<file path="src/hdl/pfs_pkg.sv">
// Package for the priority bucket task scheduler: command, state and status codes,
// the request and result payloads and the task state entry.
// No dependencies.
`default_nettype none

package pfs_pkg;

  // Commands carried in a request
  typedef enum logic [2:0] {
    CMD_ENQ    = 3'd0,
    CMD_DEQ    = 3'd1,
    CMD_PICK   = 3'd2,
    CMD_TICK   = 3'd3,
    CMD_SET    = 3'd4,
    CMD_REPRIO = 3'd5
  } cmd_e;

  // Task run states (codes five to seven are stored as given and act as blocked)
  localparam logic [2:0] ST_READY     = 3'd0;
  localparam logic [2:0] ST_RUNNING   = 3'd1;
  localparam logic [2:0] ST_SLEEPING  = 3'd2;
  localparam logic [2:0] ST_SUSPENDED = 3'd3;
  localparam logic [2:0] ST_BLOCKED   = 3'd4;

  // Result status codes
  localparam logic [1:0] STATUS_OK       = 2'd0;
  localparam logic [1:0] STATUS_NOTFOUND = 2'd1;
  localparam logic [1:0] STATUS_NONE     = 2'd2;

  // CPU field code for a task that may run anywhere
  localparam logic [4:0] CPU_ANY = 5'd16;

  typedef struct packed {
    logic [2:0]  command;
    logic [5:0]  task_id;
    logic [7:0]  priority_req;
    logic [2:0]  task_state;
    logic [31:0] wake_tick;
    logic        cpu_any;
    logic [3:0]  cpu_affinity;
    logic        current_valid;
    logic [7:0]  current_priority;
    logic [3:0]  this_cpu;
    logic [31:0] now_ticks;
  } req_t;

  typedef struct packed {
    logic [1:0] status;
    logic       need_resched;
    logic       picked_valid;
    logic [5:0] picked_task;
  } res_t;

  // Per-task scheduling state held in one memory word
  typedef struct packed {
    logic [2:0]  run_state;
    logic [31:0] wake;
    logic [4:0]  cpu;
  } st_entry_t;

  // Verdict on one visited list node
  typedef struct packed {
    logic woke;
    logic hit;
  } node_eval_t;

  typedef enum logic [3:0] {
    S_CLEAR,
    S_IDLE,
    S_START,
    S_CHK,
    S_RM_START,
    S_RM_HEAD,
    S_RM_WALK,
    S_RM_END,
    S_AP_WR,
    S_AP_LINK,
    S_SCAN_HEAD,
    S_SCAN_NODE,
    S_DONE
  } fsm_t;

endpackage

`default_nettype wire

</file>
<file path="src/hdl/pfs_node_eval.sv">
// Node check for the bucket scans: wrapped wake test, affinity match and hit decision.
// Depends on pfs_pkg.
`default_nettype none

module pfs_node_eval (
  input  logic                 is_pick,
  input  pfs_pkg::st_entry_t   ent,
  input  logic [31:0]          now_ticks,
  input  logic [3:0]           this_cpu,
  output pfs_pkg::node_eval_t  verdict
);
  import pfs_pkg::*;

  logic [31:0] since_wake;
  logic [2:0]  eff_state;
  logic        cpu_ok;

  // Sleeper wakes when now - wake is non-negative in wrapped arithmetic
  assign since_wake = now_ticks - ent.wake;

  always_comb begin
    verdict.woke = is_pick && (ent.run_state == ST_SLEEPING) && !since_wake[31];
    eff_state    = verdict.woke ? ST_READY : ent.run_state;
    cpu_ok       = (ent.cpu == CPU_ANY) || (ent.cpu == {1'b0, this_cpu});
    // Tick only looks for a ready task; pick also honors affinity
    verdict.hit  = (eff_state == ST_READY) && (cpu_ok || !is_pick);
  end

endmodule

`default_nettype wire

</file>
<file path="config.mk">
export PLATFORM = sky130hd
export DESIGN_NAME = pfs_node_eval
export DESIGN_NICKNAME = d
export VERILOG_FILES = /design/src/hdl/pfs_pkg.sv /design/src/hdl/pfs_node_eval.sv
export SDC_FILE = /design/constraint.sdc
export NUM_CORES = 1
export LEC_CHECK = 0
export BUFFER_PORTS_ARGS = -buffer_cell sky130_fd_sc_hd__buf_2
export CORE_AREA = 2 2 48 55
export DETAILED_ROUTE_END_ITERATION = 7
export DIE_AREA = 0 0 50 57
export GPL_ROUTABILITY_DRIVEN = 0
export PLACE_DENSITY_LB_ADDON = 0.25
export SLEW_MARGIN = 15
export SYNTH_ARGS = -nofsm -noshare
export SYNTH_HDL_FRONTEND = slang
export SYNTH_SLANG_ARGS = --single-unit
</file>
<file path="constraint.sdc">
create_clock -name vclk -period 1.8
set_clock_uncertainty 0.15 [all_clocks]
set_input_delay 0.09 -clock vclk [all_inputs]
set_output_delay 0.09 -clock vclk [all_outputs]
set_load 0.005 [all_outputs]
</file>
==> results.cfg <==
[logic_synthesis]
netlist_instances = 127
syn-num-nets = 234
synth_area_leader_cell = ha_1
avgSynthCellArea_sq_um = 6.89
ys_types = 24
syn_area_sq_um = 875
yosysWarnings = 0
synth_top_area_frac = 0.429
synth.area.top_cells = ha_1 43%, inv_1 15%, a21oi_1 8.6%, a21o_1 4.3%, nand4_1 4.3%
seq_area_frac_synth = 0

[min_path]
hold_end = verdict[0]
hold_path.class = in2out
hold_start = is_pick
min_path_cells = 4

[outcome]
violations = negative setup slack
status = finished, violations left

[timing]
setup_tns_ns = -0.0905
worst_pin_slew_ns = 0.256
setup_viol = 1
fmax_mhz = 529
min_period_ns = 1.89
period_share = 1.05
hold_violations = 0
slew_viol_final = 0
slew-limit-headroom = 0.829
setup_ws_ns = -0.0905
rsz0062_at_grt = yes

[power_and_ir_drop]
powerDensity_nw_per_um2 = 210
vdd_drop_max_v = 0.000130
p_leak_nw = 0.904

[die]
dieArea_sq_um = 2850
die_w_microns = 50
rows = 19
core_sq_um = 2350
fp.dieH_microns = 57
io_pins = 79
start_util = 0.372

[critical_path]
critical_path.startpoint_type = primary input
critPathArrivalTime_ns = 1.65
critPathRequiredTime_ns = 1.56
cp_max_fo = 3
critPathKind = in2out
cp-end-kind = primary output

[drt]
drt_iter0_drc = 14
wire_per_inst_microns = 10.9
drc = 0
wl_microns = 2610
via_per_inst = 4.87
antenna_left = 0
drt_pass1_iterations = 4
vias = 1168

[finish]
diodes = 0
area_growth_pct = 88.6
fin_nets = 318
regArea_sq_um = 0
drive_gt1_frac = 0.584
fin_cells = 240
final_core_util = 0.701
clkbuf_count = 0
seq_cells = 0

[global_route]
grt_pass1_wl_microns = 4060
overflow = 0
grt_pass1_vias = 1123
grt_max_degree = 5
grt_usage = 0.168
antenna_found_initial = 0

[placed_design]
dpl.hpwl_microns = 2090
io_buffers = 79
dpl.cell_count = 237
dp_slack_ns = -0.246

[run]
maxCapViolations = 0
==> cell usage in the layout (no fill, tap or decap), types with 2 or more instances in the layout <==
master | Yosys | final
nand2_1 | 7 | 7
o21ai_2 | 0 | 2
a21o_1 | 5 | 5
a21oi_2 | 0 | 8
o21a_1 | 2 | 2
buf_2 | 0 | 70
buf_4 | 0 | 3
inv_4 | 0 | 2
o21ai_0 | 5 | 3
nor2_1 | 3 | 3
nand3_1 | 4 | 4
a21oi_1 | 15 | 7
nand4_1 | 6 | 6
inv_2 | 1 | 8
inv_1 | 34 | 25
ha_4 | 0 | 14
buf_6 | 0 | 9
ha_1 | 30 | 15
==> worst max-delay path by stage <==
stage                        from  cells past startpoint  slack (ns)    endpoint
global route        now_ticks[28]                     11       -0.21  verdict[0]
finish              now_ticks[28]                     11       -0.09  verdict[0]
global placement           ent[7]                     11       -0.25  verdict[0]
floorplan                 ent[34]                      9        0.02  verdict[0]
CTS                        ent[7]                     11       -0.06  verdict[0]
detailed placement         ent[7]                     11       -0.25  verdict[0]
==> cell families after synthesis <==
| family | count (synthesis) | synth area share |
|---|---|---|
| buffers and inverters | 35 | 0.150 |
| adders and majority gates | 30 | 0.429 |
| and+or+nand+nor | 25 | 0.150 |
| xor gates and xnor gates | 1 | 0.0100 |
| AOI/OAI and AO/OA | 35 | 0.249 |
| muxes | 1 | 0.0114 |
==> repair_timing <==
item	in CTS	in global routing
hold endpoints to repair	0	0
hold buffers	0	0
buffers inserted	1	2
pin swaps	21	15
cloned	0	0
endpoints found under the setup margin	2	2
gates resized for setup	28	25
==> synthesized netlist by cell type <==
library cell  instances
a2111oi_2             1
nor2_1                3
nand2_1               7
inv_1                34
ha_1                 30
o2111ai_1             1
nand3_1               4
o22ai_1               1
and4_1                1
o21a_1                2
a21oi_1              15
inv_2                 1
a21o_1                5
a221oi_1              1
o21ai_0               5
xor2_1                1
a211oi_1              2
a31oi_1               1
nand4_1               6
or4_4                 1
o21ai_1               1
mux2i_1               1
nor3_1                2
nand2b_1              1
==> power breakdown <==
| part | switching, W | internal, W | leakage, nW |
|---|---|---|---|
| Combinational | 0.000154 | 0.000193 | 0.904 |
| Sequential | 0 | 0 | 0 |
| Clock | 0 | 0 | 0 |
| Total | 0.000154 | 0.000193 | 0.904 |
==> stage by stage <==
| stage | instance area (sq um) | power (W) | hold WS, ns |
|---|---|---|---|
| 2_1_floorplan | 875 | 0.000136 | 0.147 |
| 3_3_place_gp | 1310 | 0.000241 | 0.375 |
| 3_5_place_dp | 1310 | 0.000253 | 0.372 |
| 4_1_cts | 1470 | 0.000295 | 0.374 |
| 5_1_grt | 1650 | 0.000390 | 0.404 |
| 6_report | 1650 | 0.000347 | 0.377 |
==> metal layers <==
metal | vias up | wire, microns | global-route usage
li1 | 609 | - | -
met1 | 510 | 957 | 0.181
met2 | 49 | 1500 | 0.357
met3 | 0 | 152 | 0.0105
met4 | 0 | 0 | 0.00794
met5 | - | 0 | 0
==> cell type report <==
class              count  area, sq um
fillers              191          704
inverters             35          136
multi-input cells     92         1000
well taps             31         38.8
repair buffers        82          474
==> worst max-delay path, stage by stage <==
cell and delay (ns):
buf_2 0.12, ha_4 0.23, nand4_1 0.09, buf_4 0.16, buf_4 0.11, a21oi_2 0.04, a2111oi_4 0.28, o21ai_2 0.09
mux2i_1 0.14, o21a_1 0.18, buf_2 0.12
No activity file was read; power rests on OpenSTA's default activity.
